**src/rtl/npie_pkg.sv**
```systemverilog
// ----------------------------------------------------------------------------
// NVMe protection info engine package
// Shared types, register indexes, verdict codes and CRC byte-update functions.
// ----------------------------------------------------------------------------
package npie_pkg;

  localparam int MAX_PI_BYTES_DEF = 16;
  localparam int QUEUE_DEPTH = 4;

  localparam logic [2:0] REG_BLOCK_BYTES = 3'd0;
  localparam logic [2:0] REG_METADATA_BYTES = 3'd1;
  localparam logic [2:0] REG_GUARD_FORMAT = 3'd2;
  localparam logic [2:0] REG_LAYOUT_MODE = 3'd3;
  localparam logic [2:0] REG_PROTECTION_TYPE = 3'd4;
  localparam logic [2:0] REG_CHECK_ENABLES = 3'd5;
  localparam logic [2:0] REG_FIRST_REF_TAG = 3'd6;
  localparam logic [2:0] REG_APP_TAG_AND_MASK = 3'd7;

  localparam logic [3:0] VERDICT_NONE = 4'd0;
  localparam logic [3:0] VERDICT_GENERATED = 4'd1;
  localparam logic [3:0] VERDICT_PASS = 4'd2;
  localparam logic [3:0] VERDICT_GUARD_BAD = 4'd3;
  localparam logic [3:0] VERDICT_APP_BAD = 4'd4;
  localparam logic [3:0] VERDICT_REF_BAD = 4'd5;
  localparam logic [3:0] VERDICT_ESCAPED = 4'd6;
  localparam logic [3:0] VERDICT_UNCHECKED = 4'd7;
  localparam logic [3:0] VERDICT_CONFIG_BAD = 4'd8;

  localparam logic [15:0] CRC16_POLY = 16'h8BB7;
  localparam logic [63:0] CRC64_POLY = 64'h9A6C9329AC4BC9B5;

  // Configuration as seen by the front and back parts.
  typedef struct packed {
    logic [15:0] block_bytes;
    logic [7:0]  metadata_bytes;
    logic        guard_format;
    logic [1:0]  layout_mode;
    logic [1:0]  protection_type;
    logic [2:0]  check_enables;
    logic [31:0] first_ref_tag;
    logic [31:0] app_tag_and_mask;
  } cfg_t;

  // One classified word handed from the front to the back.
  typedef struct packed {
    logic [7:0]  data;
    logic        command_start;
    logic        kind;
    logic        valid_cfg;
    logic        in_crc;
    logic        in_pi;
    logic [3:0]  pi_index;
    logic        block_end;
  } work_t;

  function automatic logic [15:0] crc16_byte(input logic [15:0] acc, input logic [7:0] b);
    logic [15:0] c;
    c = acc ^ {b, 8'h00};
    for (int i = 0; i < 8; i++) begin
      c = c[15] ? ((c << 1) ^ CRC16_POLY) : (c << 1);
    end
    return c;
  endfunction

  function automatic logic [63:0] crc64_byte(input logic [63:0] acc, input logic [7:0] b);
    logic [63:0] c;
    c = ~acc ^ {56'd0, b};
    for (int i = 0; i < 8; i++) begin
      c = c[0] ? ((c >> 1) ^ CRC64_POLY) : (c >> 1);
    end
    return ~c;
  endfunction

endpackage

```
**src/rtl/npie_front.sv**
```systemverilog
// ----------------------------------------------------------------------------
// NVMe protection info engine front end
// Tracks the byte position within a block and classifies each stream word.
// ----------------------------------------------------------------------------
module npie_front #(
  parameter int MAX_PI_BYTES = npie_pkg::MAX_PI_BYTES_DEF
) (
  input  logic                clk,
  input  logic                rst,
  input  npie_pkg::cfg_t      cfg,
  input  logic                take,
  input  logic                kind,
  input  logic [7:0]          in_byte,
  input  logic                command_start,
  output npie_pkg::work_t     work
);

  logic [16:0] byte_position;
  logic [16:0] pos;
  logic        wide;
  logic [4:0]  pi;
  logic [16:0] len;
  logic [16:0] start;
  logic [16:0] rel;
  logic        valid_cfg;
  logic [15:0] unit_mask;
  logic        end_now;

  always_comb begin
    wide = cfg.guard_format;
    pi = wide ? 5'd16 : 5'd8;
    unit_mask = wide ? 16'h0FFF : 16'h01FF;
    valid_cfg = 1'b1;
    if (pi > 5'(MAX_PI_BYTES)) valid_cfg = 1'b0;
    if ({3'd0, cfg.metadata_bytes} < {6'd0, pi}) valid_cfg = 1'b0;
    if (cfg.layout_mode[0]) begin
      if (cfg.block_bytes < {8'd0, cfg.metadata_bytes}) valid_cfg = 1'b0;
    end else begin
      if (cfg.block_bytes == 16'd0 || (cfg.block_bytes & unit_mask) != 16'd0) valid_cfg = 1'b0;
    end
    if (cfg.protection_type == 2'd3 && cfg.check_enables[2]) valid_cfg = 1'b0;
    len = {1'b0, cfg.block_bytes} + (cfg.layout_mode[0] ? 17'd0 : {9'd0, cfg.metadata_bytes});
    if (cfg.layout_mode[0]) begin
      start = cfg.layout_mode[1] ? {1'b0, cfg.block_bytes - {8'd0, cfg.metadata_bytes}}
                                 : {1'b0, cfg.block_bytes - {11'd0, pi}};
    end else begin
      start = {1'b0, cfg.block_bytes} +
              (cfg.layout_mode[1] ? 17'd0 : {9'd0, cfg.metadata_bytes - {3'd0, pi}});
    end
    pos = command_start ? 17'd0 : byte_position;
    rel = pos - start;
    end_now = ({1'b0, pos} + 18'd1) >= {1'b0, len};
    work.data = in_byte;
    work.command_start = command_start;
    work.kind = kind;
    work.valid_cfg = valid_cfg;
    work.in_crc = valid_cfg && (pos < start);
    work.in_pi = valid_cfg && (pos >= start) && (rel < {12'd0, pi});
    work.pi_index = rel[3:0];
    work.block_end = end_now;
  end

  always_ff @(posedge clk) begin
    if (rst) begin
      byte_position <= '0;
    end else if (take) begin
      byte_position <= end_now ? 17'd0 : pos + 17'd1;
    end
  end

endmodule

```
**src/rtl/npie_queue.sv**
```systemverilog
// ----------------------------------------------------------------------------
// NVMe protection info engine work queue
// Small queue that decouples the front end from the back end.
// ----------------------------------------------------------------------------
module npie_queue #(
  parameter int DEPTH = npie_pkg::QUEUE_DEPTH
) (
  input  logic            clk,
  input  logic            rst,
  input  logic            wr,
  input  npie_pkg::work_t wdata,
  output logic            full,
  input  logic            rd,
  output npie_pkg::work_t rdata,
  output logic            empty
);

  localparam int AW = (DEPTH > 1) ? $clog2(DEPTH) : 1;

  npie_pkg::work_t mem [DEPTH];
  logic [AW-1:0] wptr;
  logic [AW-1:0] rptr;
  logic [AW:0]   count;

  assign full = count == (AW+1)'(DEPTH);
  assign empty = count == '0;
  assign rdata = mem[rptr];

  always_ff @(posedge clk) begin
    if (wr && !full) begin
      mem[wptr] <= wdata;
    end
  end

  always_ff @(posedge clk) begin
    if (rst) begin
      wptr <= '0;
      rptr <= '0;
      count <= '0;
    end else begin
      if (wr && !full) begin
        wptr <= (wptr == AW'(DEPTH - 1)) ? '0 : wptr + 1'b1;
      end
      if (rd && !empty) begin
        rptr <= (rptr == AW'(DEPTH - 1)) ? '0 : rptr + 1'b1;
      end
      count <= count + (AW+1)'(wr && !full) - (AW+1)'(rd && !empty);
    end
  end

endmodule

```
**src/rtl/npie_back.sv**
```systemverilog
// ----------------------------------------------------------------------------
// NVMe protection info engine back end
// Runs the guard CRC, inserts or captures protection bytes, forms verdicts.
// ----------------------------------------------------------------------------
module npie_back #(
  parameter int MAX_PI_BYTES = npie_pkg::MAX_PI_BYTES_DEF
) (
  input  logic            clk,
  input  logic            rst,
  input  npie_pkg::cfg_t  cfg,
  input  npie_pkg::work_t work,
  input  logic            work_valid,
  output logic            work_take,
  output logic            out_valid,
  input  logic            out_take,
  output logic [7:0]      out_byte_q,
  output logic            block_end_q,
  output logic [3:0]      verdict_q,
  output logic [31:0]     block_offset_q
);

  logic [63:0] crc_accumulator;
  logic [31:0] block_counter;
  logic        command_failed;
  logic        command_kind;
  logic [7:0]  captured_field [MAX_PI_BYTES];

  logic [63:0] crc_cur;
  logic [31:0] cnt_cur;
  logic        failed_cur;
  logic        kind_cur;
  logic        wide;
  logic [63:0] crc_next;
  logic [7:0]  ob;
  logic [63:0] g;
  logic [31:0] ref_gen;
  logic [47:0] ref_wide;
  logic [3:0]  k;
  logic [7:0]  fld [16];
  logic [63:0] guard_st;
  logic [15:0] app_st;
  logic [47:0] ref_st;
  logic [63:0] calc;
  logic [15:0] mask;
  logic [31:0] exp_ref;
  logic [3:0]  vb;
  logic [3:0]  verdict;
  logic        fail_set;

  assign work_take = work_valid && (!out_valid || out_take);

  always_comb begin
    wide = cfg.guard_format;
    crc_cur = work.command_start ? 64'd0 : crc_accumulator;
    cnt_cur = work.command_start ? 32'd0 : block_counter;
    failed_cur = work.command_start ? 1'b0 : command_failed;
    kind_cur = work.command_start ? work.kind : command_kind;
    k = work.pi_index;
    crc_next = wide ? npie_pkg::crc64_byte(crc_cur, work.data)
                    : {48'd0, npie_pkg::crc16_byte(crc_cur[15:0], work.data)};
    g = wide ? crc_cur : {48'd0, crc_cur[15:0]};
    ref_gen = cfg.first_ref_tag + ((cfg.protection_type == 2'd3) ? 32'd0 : cnt_cur);
    ref_wide = {16'd0, ref_gen};
    ob = work.data;
    if (work.in_pi && !kind_cur) begin
      if (wide) begin
        if (k < 4'd8) begin
          if (cfg.check_enables[0]) ob = g[8*(7-k) +: 8];
        end else if (k < 4'd10) begin
          if (cfg.check_enables[1]) ob = cfg.app_tag_and_mask[8*(9-k) +: 8];
        end else if (cfg.check_enables[2]) begin
          ob = ref_wide[8*(15-k) +: 8];
        end
      end else begin
        if (k < 4'd2) begin
          if (cfg.check_enables[0]) ob = g[8*(1-k[0]) +: 8];
        end else if (k < 4'd4) begin
          if (cfg.check_enables[1]) ob = cfg.app_tag_and_mask[8*(3-k) +: 8];
        end else if (cfg.check_enables[2]) begin
          ob = ref_gen[8*(7-k) +: 8];
        end
      end
    end
    // Field view including the byte being captured now.
    for (int i = 0; i < 16; i++) begin
      fld[i] = (i < MAX_PI_BYTES) ? captured_field[i % MAX_PI_BYTES] : 8'd0;
      if (work.in_pi && k == 4'(i)) fld[i] = work.data;
    end
    if (wide) begin
      guard_st = {fld[0], fld[1], fld[2], fld[3], fld[4], fld[5], fld[6], fld[7]};
      app_st = {fld[8], fld[9]};
      ref_st = {fld[10], fld[11], fld[12], fld[13], fld[14], fld[15]};
    end else begin
      guard_st = {48'd0, fld[0], fld[1]};
      app_st = {fld[2], fld[3]};
      ref_st = {16'd0, fld[4], fld[5], fld[6], fld[7]};
    end
    calc = g;
    mask = cfg.app_tag_and_mask[31:16];
    exp_ref = cfg.first_ref_tag + cnt_cur;
    if ((cfg.protection_type == 2'd1 || cfg.protection_type == 2'd2) && app_st == 16'hFFFF) begin
      vb = npie_pkg::VERDICT_ESCAPED;
    end else if (cfg.protection_type == 2'd3 && app_st == 16'hFFFF &&
                 ref_st == (wide ? 48'hFFFFFFFFFFFF : 48'h0000FFFFFFFF)) begin
      vb = npie_pkg::VERDICT_ESCAPED;
    end else if (cfg.check_enables[0] && guard_st != calc) begin
      vb = npie_pkg::VERDICT_GUARD_BAD;
    end else if (cfg.check_enables[1] &&
                 (app_st & mask) != (cfg.app_tag_and_mask[15:0] & mask)) begin
      vb = npie_pkg::VERDICT_APP_BAD;
    end else if (cfg.check_enables[2] &&
                 (cfg.protection_type == 2'd1 || cfg.protection_type == 2'd2) &&
                 ref_st != {16'd0, exp_ref}) begin
      vb = npie_pkg::VERDICT_REF_BAD;
    end else begin
      vb = npie_pkg::VERDICT_PASS;
    end
    verdict = npie_pkg::VERDICT_NONE;
    fail_set = 1'b0;
    if (work.block_end) begin
      if (!work.valid_cfg) verdict = npie_pkg::VERDICT_CONFIG_BAD;
      else if (!kind_cur) verdict = npie_pkg::VERDICT_GENERATED;
      else if (failed_cur) verdict = npie_pkg::VERDICT_UNCHECKED;
      else begin
        verdict = vb;
        fail_set = (vb == npie_pkg::VERDICT_GUARD_BAD) || (vb == npie_pkg::VERDICT_APP_BAD) ||
                   (vb == npie_pkg::VERDICT_REF_BAD);
      end
    end
  end

  always_ff @(posedge clk) begin
    if (work_take && work.in_pi) begin
      captured_field[k] <= work.data;
    end
    if (work_take) begin
      out_byte_q <= ob;
      block_end_q <= work.block_end;
      verdict_q <= verdict;
      block_offset_q <= cnt_cur;
    end
  end

  always_ff @(posedge clk) begin
    if (rst) begin
      crc_accumulator <= '0;
      block_counter <= '0;
      command_failed <= 1'b0;
      command_kind <= 1'b0;
      out_valid <= 1'b0;
    end else begin
      if (work_take) begin
        out_valid <= 1'b1;
        command_kind <= kind_cur;
        command_failed <= failed_cur | fail_set;
        if (work.block_end) begin
          crc_accumulator <= '0;
          block_counter <= cnt_cur + 32'd1;
        end else begin
          crc_accumulator <= work.in_crc ? crc_next : crc_cur;
          block_counter <= cnt_cur;
        end
      end else if (out_take) begin
        out_valid <= 1'b0;
      end
    end
  end

endmodule

```
**src/rtl/nvme_protection_info_engine.sv**
```systemverilog
// Path: a pushed word passes the queue, then the result register, before it can be popped.
// Throughput: one word per cycle while results are popped; a held result stalls the back end.
// Reset: synchronous active-high rst empties the queue and result register, clears the
// CRC, block position, block count, failure flag and command kind, and loads the register
// reset values. The captured protection bytes are not cleared.
// ----------------------------------------------------------------------------
// NVMe protection info engine
// Generates or verifies T10 DIF style protection information on a byte stream.
// ----------------------------------------------------------------------------
module nvme_protection_info_engine #(
  parameter int MAX_PI_BYTES = npie_pkg::MAX_PI_BYTES_DEF
) (
  input  logic        clk,
  input  logic        rst,
  input  logic        push,
  output logic        full,
  input  logic        kind,
  input  logic [7:0]  in_byte,
  input  logic        command_start,
  output logic        empty,
  input  logic        pop,
  output logic [7:0]  out_byte,
  output logic        block_end,
  output logic [3:0]  verdict,
  output logic [31:0] block_offset,
  input  logic        cfg_we,
  input  logic [2:0]  cfg_index,
  input  logic [31:0] cfg_data
);

  // Configuration registers: the user must write them only while the block is idle; unchecked.
  npie_pkg::cfg_t  cfg;
  npie_pkg::work_t front_work;
  npie_pkg::work_t q_work;
  logic            q_empty;
  logic            back_take;
  logic            out_valid;
  logic            accept;

  assign accept = push && !full;

  always_ff @(posedge clk) begin
    if (rst) begin
      cfg.block_bytes <= 16'd512;
      cfg.metadata_bytes <= 8'd8;
      cfg.guard_format <= 1'b0;
      cfg.layout_mode <= 2'd0;
      cfg.protection_type <= 2'd1;
      cfg.check_enables <= 3'd7;
      cfg.first_ref_tag <= 32'd0;
      cfg.app_tag_and_mask <= 32'hFFFF0000;
    end else if (cfg_we) begin
      case (cfg_index)
        npie_pkg::REG_BLOCK_BYTES: cfg.block_bytes <= cfg_data[15:0];
        npie_pkg::REG_METADATA_BYTES: cfg.metadata_bytes <= cfg_data[7:0];
        npie_pkg::REG_GUARD_FORMAT: cfg.guard_format <= cfg_data[0];
        npie_pkg::REG_LAYOUT_MODE: cfg.layout_mode <= cfg_data[1:0];
        npie_pkg::REG_PROTECTION_TYPE: cfg.protection_type <= cfg_data[1:0];
        npie_pkg::REG_CHECK_ENABLES: cfg.check_enables <= cfg_data[2:0];
        npie_pkg::REG_FIRST_REF_TAG: cfg.first_ref_tag <= cfg_data;
        npie_pkg::REG_APP_TAG_AND_MASK: cfg.app_tag_and_mask <= cfg_data;
        default: ;
      endcase
    end
  end

  // The front end classifies each accepted word against the block layout.
  npie_front #(.MAX_PI_BYTES(MAX_PI_BYTES)) u_front (
    .clk(clk), .rst(rst), .cfg(cfg), .take(accept), .kind(kind),
    .in_byte(in_byte), .command_start(command_start), .work(front_work)
  );

  // A short queue lets the front keep accepting while results wait for pop.
  npie_queue #(.DEPTH(npie_pkg::QUEUE_DEPTH)) u_queue (
    .clk(clk), .rst(rst), .wr(push), .wdata(front_work), .full(full),
    .rd(back_take), .rdata(q_work), .empty(q_empty)
  );

  // The back end owns the CRC, tags and verdicts and holds the result register.
  npie_back #(.MAX_PI_BYTES(MAX_PI_BYTES)) u_back (
    .clk(clk), .rst(rst), .cfg(cfg), .work(q_work), .work_valid(!q_empty),
    .work_take(back_take), .out_valid(out_valid), .out_take(pop),
    .out_byte_q(out_byte), .block_end_q(block_end), .verdict_q(verdict),
    .block_offset_q(block_offset)
  );

  assign empty = !out_valid;

endmodule

```
**config.mk**
```make
export PLATFORM = sky130hd
export DESIGN_NAME = nvme_protection_info_engine
export DESIGN_NICKNAME = d
export VERILOG_FILES = /design/src/rtl/npie_pkg.sv /design/src/rtl/npie_front.sv /design/src/rtl/npie_queue.sv /design/src/rtl/npie_back.sv /design/src/rtl/nvme_protection_info_engine.sv
export SDC_FILE = /design/constraint.sdc
export NUM_CORES = 2
export LEC_CHECK = 0
export ABC_AREA = 1
export BUFFER_PORTS_ARGS = -buffer_cell sky130_fd_sc_hd__buf_2
export CAP_MARGIN = 0
export CORE_ASPECT_RATIO = 0.5
export CORE_MARGIN = 2
export CORE_UTILIZATION = 25
export DETAILED_ROUTE_END_ITERATION = 10
export GPL_TIMING_DRIVEN = 0
export SKIP_LAST_GASP = 1
export SLEW_MARGIN = 20
export SYNTH_ARGS = -nofsm -noshare
export SYNTH_HDL_FRONTEND = slang
export SYNTH_HIERARCHICAL = 1
export SYNTH_SLANG_ARGS = --single-unit
```
**constraint.sdc**
```tcl
create_clock -name clk -period 4.94 [get_ports clk]
set_input_delay 0.247 -clock clk [delete_from_list [all_inputs] [get_ports clk]]
set_output_delay 0.247 -clock clk [all_outputs]
set_load 0.01 [all_outputs]
```
; ---- After elaboration in Yosys (flattened, before gate mapping)
; Memory sizes are Yosys's and may differ from the RTL's. A register that Yosys moved wholly into a read port is not among the register bits.
; Index checks and enable logic that the tools add are counted.
[classes]
add_sub_neg = 20
n_bitwise = 24
eq_ne = 36
reduce_logical = 57
order_cmp = 11
n_mux = 94
shift = 6
[ops]
columns = cell, count
row1 = 64-bit two-way mux, 14
row2 = 31-bit NOT with 32-bit output, 8
row3 = 8-bit two-way mux, 30
row4 = 16-bit two-way mux, 10
row5 = 64-bit NOT, 2
row6 = 64-bit by 33-bit variable part select with 8-bit output, 2
row7 = 32-bit by 33-bit variable part select with 8-bit output, 3
row8 = 32-bit two-way mux, 3
row9 = 48-bit two-way mux, 2
row10 = 10-bit NOT, 8
row11 = 32-bit adder, 2
row12 = 64-bit inequality test, 1
row13 = 64-bit by 8-bit bitwise XOR with 64-bit output, 1
row14 = 17-bit two-way mux, 3
row15 = 16-bit bitwise AND, 3
row16 = 48-bit == test, 1
row17 = 48-bit by 32-bit inequality test with 1-bit output, 1
row18 = 48-bit by 33-bit variable part select with 8-bit output, 1
row19 = 16-bit by 17-bit adder with 17-bit output, 2
row20 = "32-bit by 1-bit adder with 32-bit output, second input constant", 1
row21 = "4-bit == test, second input constant", 8
row22 = 1-bit logical AND, 32
row23 = 4-bit two-way mux, 7
row24 = "4-bit by 3-bit == test with 1-bit output, second input constant", 6
row25 = other kinds (48), 97
[word_totals]
register_bits = 264
n_memories = 2
mem_bits_rw = 200
elab_cells = 273
out_inout_bits = 47
inputBits = 50
[memory_table]
columns = name, words, word_bits, read_ports, rd_clocked_by_memory_dff, write_ports, line_no
row1 = u_back.captured_field, 16, 8, 16, 0, 1, npie_back.sv:26  ; logic [7:0] captured_field [MAX_PI_BYTES];
row2 = u_queue.mem, 4, 18, 1, 1, 1, npie_queue.sv:20  ; npie_pkg::work_t mem [DEPTH];

; ---- Logic depth before layout (Yosys ltp)
[depth]
ltp_word = 23
mapped_depth = 37
ltp_nobuf = 32

; ---- Modules after synthesis
; Netlist, hierarchy kept.
[by_module_without_submodules]
columns = module, seq_area_each_um2, area_each_um2, cells_each, instances
row1 = npie_back, 7176.9, 24409.7, 3793, 1
row2 = npie_front, 340.3, 5037.3, 873, 1
row3 = nvme_protection_info_engine, 1921.8, 3799.9, 551, 1
row4 = npie_queue, 2342.2, 3251.9, 246, 1

; ---- Worst setup path before layout
; No wires, ideal clock.
[synth_timing]
path_type = flip-flop to flip-flop
start = register (tool-made name)
end = register u_back.verdict_q[2] (data pin)
arrival_time_ns = 3.918
required_ns = 4.677
synth_period_minus_slack_ns = 4.181
path_slack_ns = 0.759
setup_time_ns = 0.263
stages_incl_launch_ff = 33
path_buffers = 9
path_cell_list = dfxtp_1 buf_6 inv_8 buf_12 nor2_1 o22ai_1 buf_6 inv_6 buf_12 buf_6 buf_2 buf_2 buf_2 buf_1 nand2_1 inv_1 ha_1 inv_1 o21bai_1 a21oi_1 nand2_1 a21oi_1 nand3_1 nand3_1 nand2_1 nor2_1 nand2_1 nor2_1 nand3_1 nand2_1 nand2_1 nand2_1 a21boi_0
[synth_lines]
columns = element, line_no
row1 = "end signal, assigned", npie_back.sv:139  ; verdict_q <= verdict;
row2 = "end, declared", npie_back.sv:18  ; output logic [3:0] verdict_q,

==> flow_metrics.tcl <==
set metrics [dict create \
    status "completed" \
    fin_tns_setup_ns 0 \
    slowest_stage "o21ai_0" \
    cts_buffer_depth 3 \
    endpoint_kind "register" \
    worst_slack_ns 0.0548 \
    routabilityCongestion 1.01 \
    slowest_delay_ns 0.62 \
    hold_violations 0 \
    ys_top_cells_by_area "edfxtp_1 20%, nand2_1 16%, dfxtp_1 12%, nor2_1 6.3%, inv_1 6.2%" \
    yosys_warnings 6 \
    worst_ir_drop_vdd_mv 1.01 \
    critPathArrivalTime_ns 5.26 \
    die_h_um 274 \
    worst_pin_slew_ns 1.25 \
    relSlewSlack 0.169 \
    rsz0062_at_grt "yes" \
    synthFlopType "edfxtp_1" \
    max_freq_mhz 205 \
    track_usage 0.206 \
    insertion_delay_ns 0.67 \
    synthesis.nets 5641 \
    io_pins 97 \
    fin_nets 5840 \
    period_share 0.989 \
    cpMostUsedCell "nand2_1" \
    core_mm2 0.145 \
    clock-root-buffer "clkbuf_16" \
    dpl_cell_area_mm2 0.0397 \
    synthesis.area_mm2 0.0365 \
    dp_hpwl_um 124000 \
    crit_fanout 10 \
    path_class "register to register" \
    drt-initial-drc-count 4613 \
    postSynthAreaPerCell_um2 6.68 \
    yosys_register_bits 466 \
    min_path_type "input pin to register" \
    via_per_inst 4.99 \
    synthArstFlopShare 0 \
    fp.dieArea_mm2 0.149 \
    seq_area_frac_synth 0.323 \
    synth_top_area_cell "edfxtp_1" \
    drt_pre_antenna_iters 6 \
    dp_worst_setup_slack_ns -2.08 \
    syn_to_final_growth_pct 16.9 \
    route.detailed.drc 0 \
    start_util 0.251 \
    slew_viol_final 0 \
    stdcell_area_mm2 0.0427 \
    wl_per_cell_um 20.7 \
    start_kind "register" \
    layout-drive-gt1-share 0.0995 \
    die_w_um 544 \
    layoutNonFillerInstCount 7678 \
    syn_inst 5463 \
    wl_um 159000 \
    io_buffer_count 86 \
    fin_util 0.293 \
    first_global_vias 34700 \
    fin_skew_ns 0.0518 \
    cp_data_required_time_ns 5.32 \
    vias 38300 \
    grt_pass1_wl_um 229000 \
    dp.cells 7530 \
    ant_nets 0 \
    cts_buffers 52 \
    setup_viol 0 \
    clk_pin_slew_worst_paths_ns 0.06 \
    grt_start_max_net_pins 58 \
    maxCapViolCount 0 \
    htree_num_levels 2 \
    rows 99 \
    post-route-min-period_ns 4.89 \
    clock_sinks 466 \
    power.density_mw_per_mm2 682 \
    antenna_found_initial 5 \
    final_common_cell "nand2_1" \
    p_leak_nw 18.6 \
    synth_edf_count 245 \
    cp_cell_sequence "buf_6 > clkinv_2 > buf_6 > o21ai_1 > o22ai_2 > buf_6 > nand2_1 > nor2_1 > nand2_1 > clkbuf_1 > o21ai_0 > o21ai_0 > nand3_1 > nand3_1 > nor2_1 > nand2_1 > nor2_1 > nand4_1 > nor2_2 > nand3_4 > nand2_2 > nand2_1 > nand2_1 > a21boi_2" \
    synth.distinct_cells 69 \
    overflow 0 \
    most-common-layout-cells "1562 x nand2_1, 594 x inv_1, 592 x nor2_1" \
    synth_top_area_share 0.202 \
    cts_tree "done" \
]
kinds of logic after synthesis:
| kind of cell | synth area share |
|---|---|
| and+or+nand+nor | 0.327 |
| AOI/OAI and AO/OA | 0.139 |
| muxes | 0.00357 |
| buffers and inverters | 0.0971 |
| adders and majority gates | 0.0455 |
| DFF | 0.323 |
| xor gates and xnor gates | 0.0645 |
per-layer routing:
layer	track usage	part of all wire	vias to the layer above
met2	0.325	0.43	1875
li1	-	-	18200
met5	0	0.000076	-
met1	0.280	0.42	17900
met3	0.0338	0.098	341
met4	0.0785	0.044	2
final cells by class:
type | instances | area [um2]
diodes | 3 | 7.51
plain buffers | 217 | 1230
clock buffers | 69 | 1400
clock inverters | 29 | 399
fillers | 16100 | 103000
inverters | 628 | 2400
multi-input cells | 4139 | 21800
flip-flops and latches | 466 | 11800
well taps | 1969 | 2460
repair buffers | 158 | 1150
worst max-delay path: cells and delay by family, from the launching register on:
kind | cells | cell delay, ns
buf+inv | 5 | 0.89
simple gates | 14 | 1.88
compound gates | 5 | 1.53
flops | 1 | 0.31
worst paths after layout:
kind                                                  from                    endpoint  slack [ns]  depth (start not counted)
worst max-delay path                              register         u_back/verdict_q[2]        0.05                         24
worst min-delay path                          cfg_data[12]                     cfg[12]        0.03                          5
worst max register to register                    register         u_back/verdict_q[2]        0.05                         24
worst min register to register  u_back/crc_accumulator[31]  u_back/crc_accumulator[31]        0.47                          2
stage by stage:
stage | hold WS (ns) | power, mW
global placement | 0.451 | 23.6
finish | 0.0267 | 29.1
floorplan | 0.314 | 17.5
CTS | 0.000417 | 28.3
global route | 0.0769 | 30.5
detailed placement | 0.456 | 23.8
power breakdown:
part	switching (mW)	leakage (nW)	internal [mW]
Sequential	0.280	4.07	4.96
Clock	1.81	0.875	2.35
Combinational	14.0	13.6	5.65
registers in the layout, indices dropped and copies added, names as in the netlist, 2 cells and up, named ones only:
name	flops
cfg	96
u_back/block_counter	32
u_back/block_offset_q	32
u_back/captured_field	128
u_back/crc_accumulator	64
u_back/out_byte_q	8
u_back/verdict_q	4
u_front/byte_position	17
u_queue/count	3
u_queue/mem	72
u_queue/rptr	2
u_queue/wptr	2
synth_stat cells, types with 48 or more instances:
| cell type | n |
|---|---|
| nand2_1 | 1582 |
| nor2_1 | 616 |
| inv_1 | 600 |
| nand3_1 | 435 |
| a21oi_1 | 341 |
| o21ai_0 | 307 |
| edfxtp_1 | 245 |
| dfxtp_1 | 221 |
| xor2_1 | 186 |
| clkbuf_1 | 122 |
| ha_1 | 120 |
| o211ai_1 | 74 |
| nor3_1 | 57 |
| xnor2_1 | 48 |
repair_timing:
item,4_1_cts,5_1_grt
hold endpoints to repair,83,0
pin swaps,2,22
hold buffers,34,0
setup endpoints to repair,69,64
resized for setup,117,143
setup buffers,7,19
Note: power is estimated with default switching activity, not from simulation.
